### config.mk
export PLATFORM = sky130hd
export DESIGN_NAME = barrett_modular_alu_top_flat
export DESIGN_NICKNAME = d
export VERILOG_FILES = /design/src/rtl/bma_pkg.sv /design/src/rtl/bma_in_if.sv /design/src/rtl/bma_out_if.sv /design/src/rtl/barrett_modular_alu_top.sv /design/src/flat_wrapper.sv
export SDC_FILE = /design/constraint.sdc
export NUM_CORES = 2
export LEC_CHECK = 0
export ABC_AREA = 1
export BUFFER_PORTS_ARGS = -buffer_cell sky130_fd_sc_hd__buf_2
export CAP_MARGIN = 20
export CELL_PAD_IN_SITES_DETAIL_PLACEMENT = 0
export CELL_PAD_IN_SITES_GLOBAL_PLACEMENT = 2
export CORE_ASPECT_RATIO = 0.8
export CORE_MARGIN = 2
export CORE_UTILIZATION = 30
export CTS_CLUSTER_DIAMETER = 30
export CTS_CLUSTER_SIZE = 25
export DETAILED_ROUTE_END_ITERATION = 8
export PLACE_DENSITY = 0.73
export SYNTH_ARGS = -nofsm -noshare
export SYNTH_HDL_FRONTEND = slang
export SYNTH_SLANG_ARGS = --single-unit
### constraint.sdc
create_clock -name clk_i -period 9.91 [get_ports clk_i]
set_clock_uncertainty 0.2 [all_clocks]
set_input_delay 0.4955 -clock clk_i [delete_from_list [all_inputs] [get_ports clk_i]]
set_output_delay 0.4955 -clock clk_i [all_outputs]
set_load 0.02 [all_outputs]
### src/rtl/bma_pkg.sv
// ----------------------------------------------------------------------------
// bma_pkg: shared constants for the Barrett modular ALU
// Opcodes, status codes, field widths and default parameter values.
// ----------------------------------------------------------------------------
package bma_pkg;

  localparam int unsigned MOD_WIDTH_DEF = 32;
  localparam int unsigned EXP_WIDTH_DEF = 64;
  localparam int unsigned RED_W         = 64;   // raw operand width
  localparam int unsigned RES_W         = 32;   // result / modulus field width
  localparam int unsigned ST_W          = 2;
  localparam int unsigned OPC_W         = 4;

  localparam logic [RES_W-1:0] MOD_RESET = 32'd1000000007;

  localparam logic [OPC_W-1:0] OP_REDU = 4'd0;
  localparam logic [OPC_W-1:0] OP_REDS = 4'd1;
  localparam logic [OPC_W-1:0] OP_ADD  = 4'd2;
  localparam logic [OPC_W-1:0] OP_SUB  = 4'd3;
  localparam logic [OPC_W-1:0] OP_NEG  = 4'd4;
  localparam logic [OPC_W-1:0] OP_MUL  = 4'd5;
  localparam logic [OPC_W-1:0] OP_DIV  = 4'd6;
  localparam logic [OPC_W-1:0] OP_POW  = 4'd7;
  localparam logic [OPC_W-1:0] OP_INV  = 4'd8;

  localparam logic [ST_W-1:0] ST_OK     = 2'd0;
  localparam logic [ST_W-1:0] ST_ZERO   = 2'd1;
  localparam logic [ST_W-1:0] ST_NCOPR  = 2'd2;

endpackage

### src/rtl/bma_in_if.sv
// ----------------------------------------------------------------------------
// bma_in_if: request channel
// Opcode and two raw operands with a valid/ready handshake.
// ----------------------------------------------------------------------------
interface bma_in_if;
  import bma_pkg::*;
  logic             valid;
  logic             ready;
  logic [OPC_W-1:0] opcode;
  logic [RED_W-1:0] operand_a;
  logic [RED_W-1:0] operand_b;
  modport source (output valid, opcode, operand_a, operand_b, input ready);
  modport sink   (input valid, opcode, operand_a, operand_b, output ready);
endinterface

### src/rtl/bma_out_if.sv
// ----------------------------------------------------------------------------
// bma_out_if: result channel
// Reduced result and status with a valid/ready handshake.
// ----------------------------------------------------------------------------
interface bma_out_if;
  import bma_pkg::*;
  logic             valid;
  logic             ready;
  logic [RES_W-1:0] result;
  logic [ST_W-1:0]  status;
  modport source (output valid, result, status, input ready);
  modport sink   (input valid, result, status, output ready);
endinterface

### src/rtl/barrett_modular_alu_top.sv
// ----------------------------------------------------------------------------
// barrett_modular_alu_top: modular arithmetic unit
// Bit-serial reduce, add, sub, neg, mul, div, pow and inverse modulo m.
// ----------------------------------------------------------------------------
// One item is worked on at a time; in_i.ready is high only while the unit is
// idle, and the result is held on out_o until taken. The datapath is
// bit-serial, one bit per cycle: every item first reduces operand_a, and all
// but pow also operand_b. Add, sub, neg and the reduces then finish in the
// dispatch state; mul adds one modular multiply; pow takes up to 2*EXP_WIDTH
// modular multiplies, plus loop overhead per exponent bit; inverse runs one
// Euclid step per quotient, each a MOD_WIDTH-bit division plus a modular
// multiply, and div adds one multiply after it. A modulus below two or an
// unused opcode gives 0 after the operand reduces. The modulus register is
// written through cfg_we_i and cfg_data_i; the user must write it only while
// no item is in flight, as the block does not enforce this. Bits above
// MOD_WIDTH are dropped.
module barrett_modular_alu_top #(
  parameter int unsigned MOD_WIDTH = bma_pkg::MOD_WIDTH_DEF,
  parameter int unsigned EXP_WIDTH = bma_pkg::EXP_WIDTH_DEF
) (
  input  logic                      clk_i,
  input  logic                      rst_ni,
  input  logic                      cfg_we_i,
  input  logic [bma_pkg::RES_W-1:0] cfg_data_i,
  bma_in_if.sink                    in_i,
  bma_out_if.source                 out_o
);
  import bma_pkg::*;

  localparam int unsigned W     = MOD_WIDTH;
  localparam int unsigned CNT_W = $clog2(RED_W + 1);

  typedef enum logic [12:0] {
    S_IDLE = 13'b0000000000001,
    S_REDA = 13'b0000000000010,  // serial reduce of operand a
    S_REDB = 13'b0000000000100,  // serial reduce of operand b
    S_DISP = 13'b0000000001000,  // per-opcode dispatch
    S_MUL  = 13'b0000000010000,  // shared serial modular multiplier
    S_EUC  = 13'b0000000100000,  // Euclid loop head
    S_QDIV = 13'b0000001000000,  // restoring division g / h
    S_EUPD = 13'b0000010000000,  // Euclid coefficient update
    S_POW  = 13'b0000100000000,  // exponent loop head
    S_POWM = 13'b0001000000000,  // product taken into accumulator
    S_POWS = 13'b0010000000000,  // square taken into base
    S_FIN  = 13'b0100000000000,  // final product is the result
    S_DONE = 13'b1000000000000
  } state_e;

  state_e               state_q, state_d, mret_q, mret_d;
  logic [W-1:0]         mod_q;
  logic [OPC_W-1:0]     op_q, op_d;
  logic [RED_W-1:0]     sa_q, sa_d, b_q, b_d;
  logic [EXP_WIDTH-1:0] e_q, e_d;
  logic [W-1:0]         ra_q, ra_d, rb_q, rb_d;
  logic [W-1:0]         g_q, g_d, h_q, h_d, x_q, x_d, y_q, y_d;
  logic [W:0]           rem_q, rem_d;
  logic [W-1:0]         qsh_q, qsh_d;
  logic [W-1:0]         ma_q, ma_d, mb_q, mb_d, acc_q, acc_d;
  logic [W-1:0]         base_q, base_d, pacc_q, pacc_d;
  logic [W-1:0]         res_q, res_d;
  logic [ST_W-1:0]      st_q, st_d;
  logic [CNT_W-1:0]     cnt_q, cnt_d;
  logic                 neg_q, neg_d;

  logic [W:0]   mx, red_t, red_n, m2, m2r, m3, m3r, div_t, sum_t, dif_t;
  logic [W-1:0] red_acc, inv_v;
  logic         last;

  assign mx   = {1'b0, mod_q};
  assign last = (cnt_q == CNT_W'(1));

  always_comb begin
    // one bit of the raw operand shifted into the running remainder
    red_acc = (state_q == S_REDB) ? rb_q : ra_q;
    red_t   = {red_acc, sa_q[RED_W-1]};
    red_n   = (red_t >= mx) ? red_t - mx : red_t;
    // multiplier step: acc = 2*acc (+ a) mod m, multiplier MSB first
    m2      = {acc_q, 1'b0};
    m2r     = (m2 >= mx) ? m2 - mx : m2;
    m3      = mb_q[W-1] ? m2r + {1'b0, ma_q} : m2r;
    m3r     = (m3 >= mx) ? m3 - mx : m3;
    // restoring division step
    div_t   = {rem_q[W-1:0], qsh_q[W-1]};
    sum_t   = {1'b0, ra_q} + {1'b0, rb_q};
    dif_t   = {1'b0, x_q} - {1'b0, acc_q};
    inv_v   = (op_q == OP_DIV) ? rb_q : ra_q;
  end

  always_comb begin
    state_d = state_q;  mret_d = mret_q;  op_d = op_q;
    sa_d = sa_q;  b_d = b_q;  e_d = e_q;  ra_d = ra_q;  rb_d = rb_q;
    g_d = g_q;  h_d = h_q;  x_d = x_q;  y_d = y_q;
    rem_d = rem_q;  qsh_d = qsh_q;
    ma_d = ma_q;  mb_d = mb_q;  acc_d = acc_q;
    base_d = base_q;  pacc_d = pacc_q;
    res_d = res_q;  st_d = st_q;  cnt_d = cnt_q;

    unique case (state_q)
      S_IDLE: begin
        if (in_i.valid) begin
          op_d  = in_i.opcode;
          // reduce_s of a negative value works on its magnitude
          sa_d  = (in_i.opcode == OP_REDS && in_i.operand_a[RED_W-1])
                  ? RED_W'(0) - in_i.operand_a : in_i.operand_a;
          b_d   = in_i.operand_b;
          e_d   = in_i.operand_b[EXP_WIDTH-1:0];
          ra_d  = '0;
          rb_d  = '0;
          res_d = '0;
          st_d  = ST_OK;
          cnt_d = CNT_W'(RED_W);
          state_d = S_REDA;
        end
      end
      S_REDA: begin
        ra_d  = red_n[W-1:0];
        sa_d  = {sa_q[RED_W-2:0], 1'b0};
        cnt_d = cnt_q - CNT_W'(1);
        if (last) begin
          sa_d  = b_q;
          cnt_d = CNT_W'(RED_W);
          state_d = (op_q == OP_POW) ? S_DISP : S_REDB;
        end
      end
      S_REDB: begin
        rb_d  = red_n[W-1:0];
        sa_d  = {sa_q[RED_W-2:0], 1'b0};
        cnt_d = cnt_q - CNT_W'(1);
        if (last) state_d = S_DISP;
      end
      S_DISP: begin
        state_d = S_DONE;
        ma_d  = ra_q;
        mb_d  = rb_q;
        acc_d = '0;
        cnt_d = CNT_W'(W);
        if (mod_q >= W'(2)) begin
          unique case (op_q)
            OP_REDU: res_d = ra_q;
            // negative value: fold the magnitude's remainder back, zero stays zero
            OP_REDS: res_d = (neg_q && ra_q != '0) ? mod_q - ra_q : ra_q;
            OP_ADD:  res_d = (sum_t >= mx) ? W'(sum_t - mx) : W'(sum_t);
            OP_SUB:  res_d = (ra_q >= rb_q) ? ra_q - rb_q : ra_q - rb_q + mod_q;
            OP_NEG:  res_d = (ra_q == '0) ? '0 : mod_q - ra_q;
            OP_MUL: begin
              mret_d  = S_FIN;
              state_d = S_MUL;
            end
            OP_DIV, OP_INV: begin
              if (inv_v == '0) begin
                st_d = ST_ZERO;
              end else begin
                g_d = mod_q;
                h_d = inv_v;
                x_d = '0;
                y_d = W'(1);
                state_d = S_EUC;
              end
            end
            OP_POW: begin
              pacc_d  = W'(1);
              base_d  = ra_q;
              state_d = S_POW;
            end
            default: res_d = '0;
          endcase
        end
      end
      S_MUL: begin
        acc_d = m3r[W-1:0];
        mb_d  = {mb_q[W-2:0], 1'b0};
        cnt_d = cnt_q - CNT_W'(1);
        if (last) state_d = mret_q;
      end
      S_EUC: begin
        if (h_q == '0) begin
          if (g_q != W'(1)) begin
            st_d = ST_NCOPR;
            state_d = S_DONE;
          end else if (op_q == OP_DIV) begin
            ma_d  = ra_q;
            mb_d  = x_q;
            acc_d = '0;
            cnt_d = CNT_W'(W);
            mret_d  = S_FIN;
            state_d = S_MUL;
          end else begin
            res_d = x_q;
            state_d = S_DONE;
          end
        end else begin
          rem_d = '0;
          qsh_d = g_q;
          cnt_d = CNT_W'(W);
          state_d = S_QDIV;
        end
      end
      S_QDIV: begin
        if (div_t >= {1'b0, h_q}) begin
          rem_d = div_t - {1'b0, h_q};
          qsh_d = {qsh_q[W-2:0], 1'b1};
        end else begin
          rem_d = div_t;
          qsh_d = {qsh_q[W-2:0], 1'b0};
        end
        cnt_d = cnt_q - CNT_W'(1);
        if (last) begin
          // quotient times y, modulo m
          ma_d  = y_q;
          mb_d  = qsh_d;
          acc_d = '0;
          cnt_d = CNT_W'(W);
          mret_d  = S_EUPD;
          state_d = S_MUL;
        end
      end
      S_EUPD: begin
        g_d = h_q;
        h_d = rem_q[W-1:0];
        x_d = y_q;
        y_d = dif_t[W] ? W'(dif_t + mx) : W'(dif_t);
        state_d = S_EUC;
      end
      S_POW: begin
        acc_d = '0;
        cnt_d = CNT_W'(W);
        if (e_q == '0) begin
          res_d = pacc_q;
          state_d = S_DONE;
        end else if (e_q[0]) begin
          ma_d = pacc_q;
          mb_d = base_q;
          mret_d  = S_POWM;
          state_d = S_MUL;
        end else begin
          ma_d = base_q;
          mb_d = base_q;
          mret_d  = S_POWS;
          state_d = S_MUL;
        end
      end
      S_POWM: begin
        pacc_d = acc_q;
        ma_d   = base_q;
        mb_d   = base_q;
        acc_d  = '0;
        cnt_d  = CNT_W'(W);
        mret_d  = S_POWS;
        state_d = S_MUL;
      end
      S_POWS: begin
        base_d  = acc_q;
        e_d     = e_q >> 1;
        state_d = S_POW;
      end
      S_FIN: begin
        res_d = acc_q;
        state_d = S_DONE;
      end
      S_DONE: begin
        if (out_o.ready) state_d = S_IDLE;
      end
      default: state_d = S_IDLE;
    endcase
  end

  // sign of a reduce_s operand, kept for the final fold
  assign neg_d = (state_q == S_IDLE) ? in_i.operand_a[RED_W-1] : neg_q;

  always_ff @(posedge clk_i or negedge rst_ni) begin
    if (!rst_ni) begin
      state_q <= S_IDLE;
      mret_q  <= S_FIN;
      mod_q   <= MOD_RESET[W-1:0];
    end else begin
      state_q <= state_d;
      mret_q  <= mret_d;
      if (cfg_we_i) mod_q <= cfg_data_i[W-1:0];
    end
  end

  always_ff @(posedge clk_i) begin
    op_q <= op_d;  neg_q <= neg_d;
    sa_q <= sa_d;  b_q <= b_d;  e_q <= e_d;  ra_q <= ra_d;  rb_q <= rb_d;
    g_q <= g_d;  h_q <= h_d;  x_q <= x_d;  y_q <= y_d;
    rem_q <= rem_d;  qsh_q <= qsh_d;
    ma_q <= ma_d;  mb_q <= mb_d;  acc_q <= acc_d;
    base_q <= base_d;  pacc_q <= pacc_d;
    res_q <= res_d;  st_q <= st_d;  cnt_q <= cnt_d;
  end

  assign in_i.ready   = (state_q == S_IDLE);
  assign out_o.valid  = (state_q == S_DONE);
  assign out_o.result = RES_W'(res_q);
  assign out_o.status = st_q;

  // assertions
  a_state_onehot: assert property (@(posedge clk_i) disable iff (!rst_ni)
    $onehot(state_q)) else $error("state not one-hot");
  a_res_below_mod: assert property (@(posedge clk_i) disable iff (!rst_ni)
    (out_o.valid && mod_q >= W'(2)) |-> (res_q < mod_q))
    else $error("result not reduced");
  a_err_zero: assert property (@(posedge clk_i) disable iff (!rst_ni)
    (out_o.valid && st_q != ST_OK) |-> (res_q == '0))
    else $error("error status with nonzero result");
  a_mul_acc: assert property (@(posedge clk_i) disable iff (!rst_ni)
    (state_q == S_MUL) |=> (acc_q < mod_q))
    else $error("multiplier accumulator out of range");

endmodule
### src/flat_wrapper.sv
// flat-port wrapper written by rule: the top's interface ports become plain ports
module barrett_modular_alu_top_flat import bma_pkg::*;
#(
  parameter int unsigned MOD_WIDTH = bma_pkg::MOD_WIDTH_DEF,
  parameter int unsigned EXP_WIDTH = bma_pkg::EXP_WIDTH_DEF
)
  (clk_i, rst_ni, cfg_we_i, cfg_data_i, in_i_valid, in_i_opcode, in_i_operand_a, in_i_operand_b, in_i_ready, out_o_valid, out_o_result, out_o_status, out_o_ready);
  bma_in_if in_i_i ();
  bma_out_if out_o_i ();
  input  logic clk_i;
  input  logic rst_ni;
  input  logic cfg_we_i;
  input  logic [bma_pkg::RES_W-1:0] cfg_data_i;
  input wire logic [$bits(in_i_i.valid)-1:0] in_i_valid;
  input wire logic [$bits(in_i_i.opcode)-1:0] in_i_opcode;
  input wire logic [$bits(in_i_i.operand_a)-1:0] in_i_operand_a;
  input wire logic [$bits(in_i_i.operand_b)-1:0] in_i_operand_b;
  output wire logic [$bits(in_i_i.ready)-1:0] in_i_ready;
  output wire logic [$bits(out_o_i.valid)-1:0] out_o_valid;
  output wire logic [$bits(out_o_i.result)-1:0] out_o_result;
  output wire logic [$bits(out_o_i.status)-1:0] out_o_status;
  input wire logic [$bits(out_o_i.ready)-1:0] out_o_ready;
  assign in_i_i.valid = in_i_valid;
  assign in_i_i.opcode = in_i_opcode;
  assign in_i_i.operand_a = in_i_operand_a;
  assign in_i_i.operand_b = in_i_operand_b;
  assign in_i_ready = in_i_i.ready;
  assign out_o_valid = out_o_i.valid;
  assign out_o_result = out_o_i.result;
  assign out_o_status = out_o_i.status;
  assign out_o_i.ready = out_o_ready;
  barrett_modular_alu_top #(.MOD_WIDTH(MOD_WIDTH), .EXP_WIDTH(EXP_WIDTH)) u_core (.clk_i(clk_i), .rst_ni(rst_ni), .cfg_we_i(cfg_we_i), .cfg_data_i(cfg_data_i), .in_i(in_i_i), .out_o(out_o_i));
endmodule
**After elaboration in Yosys (flattened, before gate mapping)**

Cells that the tools add are included.

- Add/subtract/negate cells: 14
- Order comparisons: 7
- Eq/ne operators: 47
- Muxes and demuxes: 111
- Reductions and logical operators: 43

Operators by type and width:

| cell | number |
|---|---|
| 32-bit 2-to-1 mux | 49 |
| 32-bit one-hot mux with 2 select lines | 10 |
| 32-bit one-hot mux with 6 select lines | 2 |
| 32-bit one-hot mux with 5 select lines | 2 |
| 64-bit 2-to-1 mux | 4 |
| 13-bit 2-to-1 mux | 19 |
| 64-bit one-hot mux with 3 select lines | 1 |
| 32-bit subtractor | 6 |
| 13-bit one-hot mux with 13 select lines | 1 |
| 33-bit by 32-bit >= comparator with 1-bit output | 5 |
| 32-bit one-hot mux with 4 select lines | 1 |
| 64-bit one-hot mux with 2 select lines | 1 |
| 32-bit zero test | 3 |
| 33-bit 2-to-1 mux | 2 |
| 13-bit one-hot mux with 5 select lines | 1 |
| 32-bit adder | 2 |
| 64-bit zero test | 1 |
| 1-bit by 64-bit subtractor with 64-bit output (first input constant) | 1 |
| 7-bit 2-to-1 mux | 6 |
| 7-bit one-hot mux with 6 select lines | 1 |
| 13-bit one-hot mux with 3 select lines | 1 |
| 32-bit by 32-bit adder with 33-bit output | 1 |
| 33-bit by 32-bit adder with 33-bit output | 1 |
| 32-bit by 32-bit subtractor with 33-bit output | 1 |
| 50 further kinds | 100 |

- Flip-flop bits (word level): 712
- Input bits: 169
- Output and inout port bits: 36
- Word-level logic and storage cells: 246

**Depth between registers and ports, before layout**

- Word-level depth: 7
- Gate-level depth with buffers: 47
- Depth with buffers taken out: 45

**Least setup slack after synthesis**

Ideal clock, no wire load.

- Path kind: register -> register
- Start: register u_core.state_q[10]
- End: register u_core.sa_q[0], enable pin
- Library setup time: 0.424 ns
- Arrival: 6.474 ns
- Required time: 9.286 ns
- Path slack: 2.812 ns
- Stages on the path, launching flop included: 10
- Buffers on the path: 0
- Clock period less this slack: 7.098 ns
- Cells stage by stage: dfrtp_1 nor2_4 nand2_2 nor2_4 nand2_2 nor4_2 inv_1 nor2_1 inv_1 nand2_1

- Word-level cells in the longest chain between the ends: 3
- Elaborated cells on any way between the ends: 6
- Those cells by class: eq/ne: 4; reduce/logical: 2

Ends and longest elaborated chain:

| item | RTL line | RTL |
|---|---|---|
| start, declared | barrett_modular_alu_top.sv:49 | `state_e state_q, state_d, mret_q, mret_d;` |
| start signal, assigned | barrett_modular_alu_top.sv:276 | `state_q <= state_d;` |
| 13-bit by 1-bit == test with 1-bit output * | n/a |  |
| named net in_i_ready | flat_wrapper.sv:18 | `output wire logic [$bits(in_i_i.ready)-1:0] in_i_ready;` |
| 2-bit inequality test (no source line) or 3-bit nonzero test (tied branches) | n/a |  |
| 2-bit AND reduction (no source line) * | n/a |  |
| end signal, assigned | barrett_modular_alu_top.sv:284 | `sa_q <= sa_d; b_q <= b_d; e_q <= e_d; ra_q <= ra_d; rb_q <= rb_d;` |
| end, declared | barrett_modular_alu_top.sv:52 | `logic [RED_W-1:0] sa_q, sa_d, b_q, b_d;` |

The timed path passes the listed nets; every way through them passes the cells marked *.
A chain may end at the register's enable or synchronous reset.

**Final worst setup path**

- Start: register u_core.mod_q[18]
- End: register u_core.acc_q[4], data pin

- Word-level cells in the longest chain between the ends: 7
- Elaborated cells on any way between the ends: 9
- Those cells by class: add/sub: 3; order compare: 2; mux: 4

Ends and longest elaborated chain:

| item | RTL line | RTL |
|---|---|---|
| start, declared | barrett_modular_alu_top.sv:50 | `logic [W-1:0] mod_q;` |
| start signal, assigned | barrett_modular_alu_top.sv:274 | `mod_q <= MOD_RESET[W-1:0];` |
| start signal, assigned | barrett_modular_alu_top.sv:278 | `if (cfg_we_i) mod_q <= cfg_data_i[W-1:0];` |
| 33-bit by 32-bit subtractor with 33-bit output or 33-bit by 32-bit >= comparator with 1-bit output (tied branches) | barrett_modular_alu_top.sv:79 | `m2r = (m2 >= mx) ? m2 - mx : m2;` |
| 33-bit 2-to-1 mux | barrett_modular_alu_top.sv:79 |  |
| 33-bit by 32-bit adder with 33-bit output | barrett_modular_alu_top.sv:80 | `m3 = mb_q[W-1] ? m2r + {1'b0, ma_q} : m2r;` |
| 33-bit 2-to-1 mux | barrett_modular_alu_top.sv:80 |  |
| 33-bit by 32-bit >= comparator with 1-bit output or 32-bit subtractor (tied branches) | barrett_modular_alu_top.sv:81 | `m3r = (m3 >= mx) ? m3 - mx : m3;` |
| 32-bit 2-to-1 mux * | barrett_modular_alu_top.sv:81 |  |
| 32-bit one-hot mux with 4 select lines * | barrett_modular_alu_top.sv:98 | `unique case (state_q)` |
| end signal, assigned | barrett_modular_alu_top.sv:287 | `ma_q <= ma_d; mb_q <= mb_d; acc_q <= acc_d;` |
| end, declared | barrett_modular_alu_top.sv:58 | `logic [W-1:0] ma_q, ma_d, mb_q, mb_d, acc_q, acc_d;` |

Mark *: on every way between the ends. The rest lies on a longest branch, timed or not.

==> summary.txt <==
Outcome
  – Outcome: finished with violations
  – Failing checks: slew limit

Power
  – Clock share of power: 25.4%
  – Sequential power share: 18.7%
  – Peak supply drop: 0.000191 V
  – Pint: 0.0125 W
  – Pwr Density: 350 nW/um^2
  – Psw: 0.0132 W
  – Comb pwr share: 55.9%
  – Pleak: 33.4 nW
  – Sw Share: 51.5%

Worst setup path
  – CP top delay family: simple AND/OR/NAND/NOR gates
  – Critical path's slowest cell: dfrtp_1
  – Required time of the worst setup path: 10.23 ns
  – Instance count on the critical path: 40
  – Crit-path max FO: 40
  – CP Data Arrival Time: 9.22 ns
  – CP Launch Type: register
  – CP Class: reg2reg
  – CP max stage delay: 0.91 ns
  – Worst Setup End Kind: register
  – FF-to-FF path depth: 40
  – CP most frequent cell: nand2_1
  – Bufs and invs on worst path: 5

Detailed routing
  – DRT Pass-1 Iters: 6
  – Routed Antenna Nets: 0
  – Average vias per placed instance: 5.51
  – DR vias: 66.0k
  – Drt drc: 0
  – DRT Wirelength: 362,000 um
  – 1st-iter DRT viols: 9,027
  – Routed WL per cell: 30.3 um

Worst hold path
  – Hold Path Stages: 3
  – Worst min path class: in2reg

Placement
  – Final HPWL DP: 294,000 um
  – IO buf count: 204
  – Placed Cells: 11.4k
  – Routability cong.: 1.06

Logic synthesis
  – Synth async-reset ratio: 6.97%
  – Post-synth EDFFs: 654
  – Synth unique cells: 67
  – Sequential share of the synthesized area: 34.6%
  – Ys Warns: 0
  – Syn Area/Cell: 6.98 um^2
  – Yosys top cell area share: 32.5%
  – Synth Flop Type: edfxtp_1
  – Cell count after synthesis: 8,647
  – Post-Syn Area: 60,400 um^2
  – Top cells by area, synth: edfxtp_1, nand2_1, ha_1
  – Post-synthesis sequential element count: 703
  – Cell type with the largest total area after synthesis: edfxtp_1
  – Mapped Nets: 9,212

Clocking
  – CTS clk-pin slew, worst paths: 0.05 ns
  – CTS Buffer Depth: 3
  – H-tree depth: 4
  – CTS sink cnt: 703
  – Worst-Skew Late Latency: 0.85 ns
  – CTS tree: done
  – CTS Buf Count: 188
  – Clk root buf: clkbuf_16

Layout
  – Commonest cells after routing, fill and taps aside: nand2_1, inv_1, nor2_1, edfxtp_1, o21ai_0
  – Reg area: 20,900 um^2
  – NumNets Final: 9,665
  – Area taken by multi-input logic gates: 34,000 um^2
  – Most common cell after layout, fill and taps aside: nand2_1
  – Largest registers: u_core.b_q (64), u_core.e_q (64), u_core.sa_q (64)
  – P&R area growth vs syn: 21.4%
  – Fillers: 21.6k
  – Fin cells: 12.0k
  – Ratio of cells with drive above 1 in the final layout: 8.66%

Global routing
  – GRT overflow: 0
  – Vias in the first global route: 62.0k
  – Largest net degree at the start of global routing: 78
  – First-pass GRT wire length: 491,000 um
  – Total Routing Usage GR: 34.2%
  – Initial antenna violation count: 57

Timing
  – Final Cycle Share: 89.8%
  – Hold Vio Cnt, Final: 0
  – Min Tclk post-route: 8.90 ns
  – Final setup TNS: 0 ns
  – Fin. max-slew vios: 2
  – RSZ-0062 raised after global routing: no
  – Finish-stage setup viols: 0
  – FMAX: 112 MHz
  – Relative slew margins: -0.142%
  – Slew @ Worst Pin: 1.50 ns

Die
  – Top Ports: 205
  – Die Span Y: 405 um
  – Core Footprint: 200,000 um^2
  – Placement row count: 147
  – Initial Util: 30.1%
  – Die width: 506 um
  – Die area: 205,000 um^2

Run
  – Max-Cap Viols: 0
[tightest hold or removal path, stage by stage]
cell,delay (ns)
buf_2,0.12
xor2_1,0.09
o21ai_0,0.24
[power by group through the flow]
stage               combinational (W)  clock (W)  sequential [W]
CTS                            0.0139    0.00658         0.00475
detailed placement             0.0137          0         0.00479
global route                   0.0153    0.00674         0.00479
floorplan                     0.00846          0         0.00453
global placement               0.0139          0         0.00478
finish                         0.0144    0.00653         0.00479
[path summary, 6_finish.rpt]
kind	end	startpoint	slack [ns]
min in group asynchronous	u_core.state_q[1]	rst_ni	0.20
min reg2reg	u_core.state_q[7]	u_core.mret_q[7]	0.28
min	u_core.sa_q[60]	in_i_operand_a[60]	0.03
max	u_core.acc_q[4]	u_core.mod_q[18]	1.01
max in group asynchronous	u_core.mod_q[8]	rst_ni	8.66
max reg2reg	u_core.acc_q[4]	u_core.mod_q[18]	1.01
[final cells by class]
class                      instances  share of cell area (%)
antenna                           28                  0.0955
clock buffer                     205                    6.50
clock inverter                   149                    2.83
inverter                        1206                    6.18
multi-input combinational       6508                    46.4
sequential                       703                    28.5
tap                             2682                    4.58
timing repair buffer             493                    4.94
[per-layer routing]
| layer | vias to the layer above | wire length [um] | track usage, % |
|---|---|---|---|
| met4 | 26 | 18600 | 16.0 |
| met5 | - | 345 | 0.565 |
| met1 | 32300 | 160000 | 48.7 |
| met2 | 3400 | 147000 | 48.7 |
| li1 | 29700 | - | - |
| met3 | 560 | 36200 | 7.50 |
[per-stage QoR]
stage          utilization, %  setup slack [ns]  instance area (um^2)  hold slack [ns]  power (W)
2_1_floorplan               -              2.81                 60400       -0.0000910     0.0130
3_3_place_gp             32.3              1.36                 64800            0.257     0.0187
3_5_place_dp             32.4              1.26                 64800            0.259     0.0185
4_1_cts                  36.5              1.22                 73200          0.00772     0.0252
5_1_grt                  36.6             0.749                 73300           0.0449     0.0269
6_report                 36.6              1.01                 73300           0.0320     0.0257
[cell families after synthesis]
logic type	synth area share, %
AO/OA/AOI/OAI	14.2
XOR/XNOR	3.67
adder cells (fa/ha/maj)	8.35
buffers and inverters	9.28
flip-flops	34.6
multiplexers	0.0166
AND/OR/NAND/NOR	29.9
[what timing repair did]
action	4_1_cts	5_1_grt
hold buffers	151	0
setup buffers	0	0
endpoints found under the hold margin	246	0
gates resized for setup	0	0
[cell usage after synthesis (all sizes together), types with 12 or more instances]
cell and number:
o2111ai 15, a22oi 65, dfstp 18, o211ai 26, nor4 57, xor2 158
edfxtp 654, a21oi 479, nand3 535, o21bai 61, o21a 22, ha 384
nor3 82, inv 1198, xnor2 95, nand3b 24, clkbuf 128, dfrtp 31
nor2 1052, nand2 2415, or2 21, a221oi 42, buf 102, a21boi 19
nand4 144, a211oi 36, fa 12, o21ai 635, a31oi 42, a21o 33
Power figures use the tool's default switching activity.
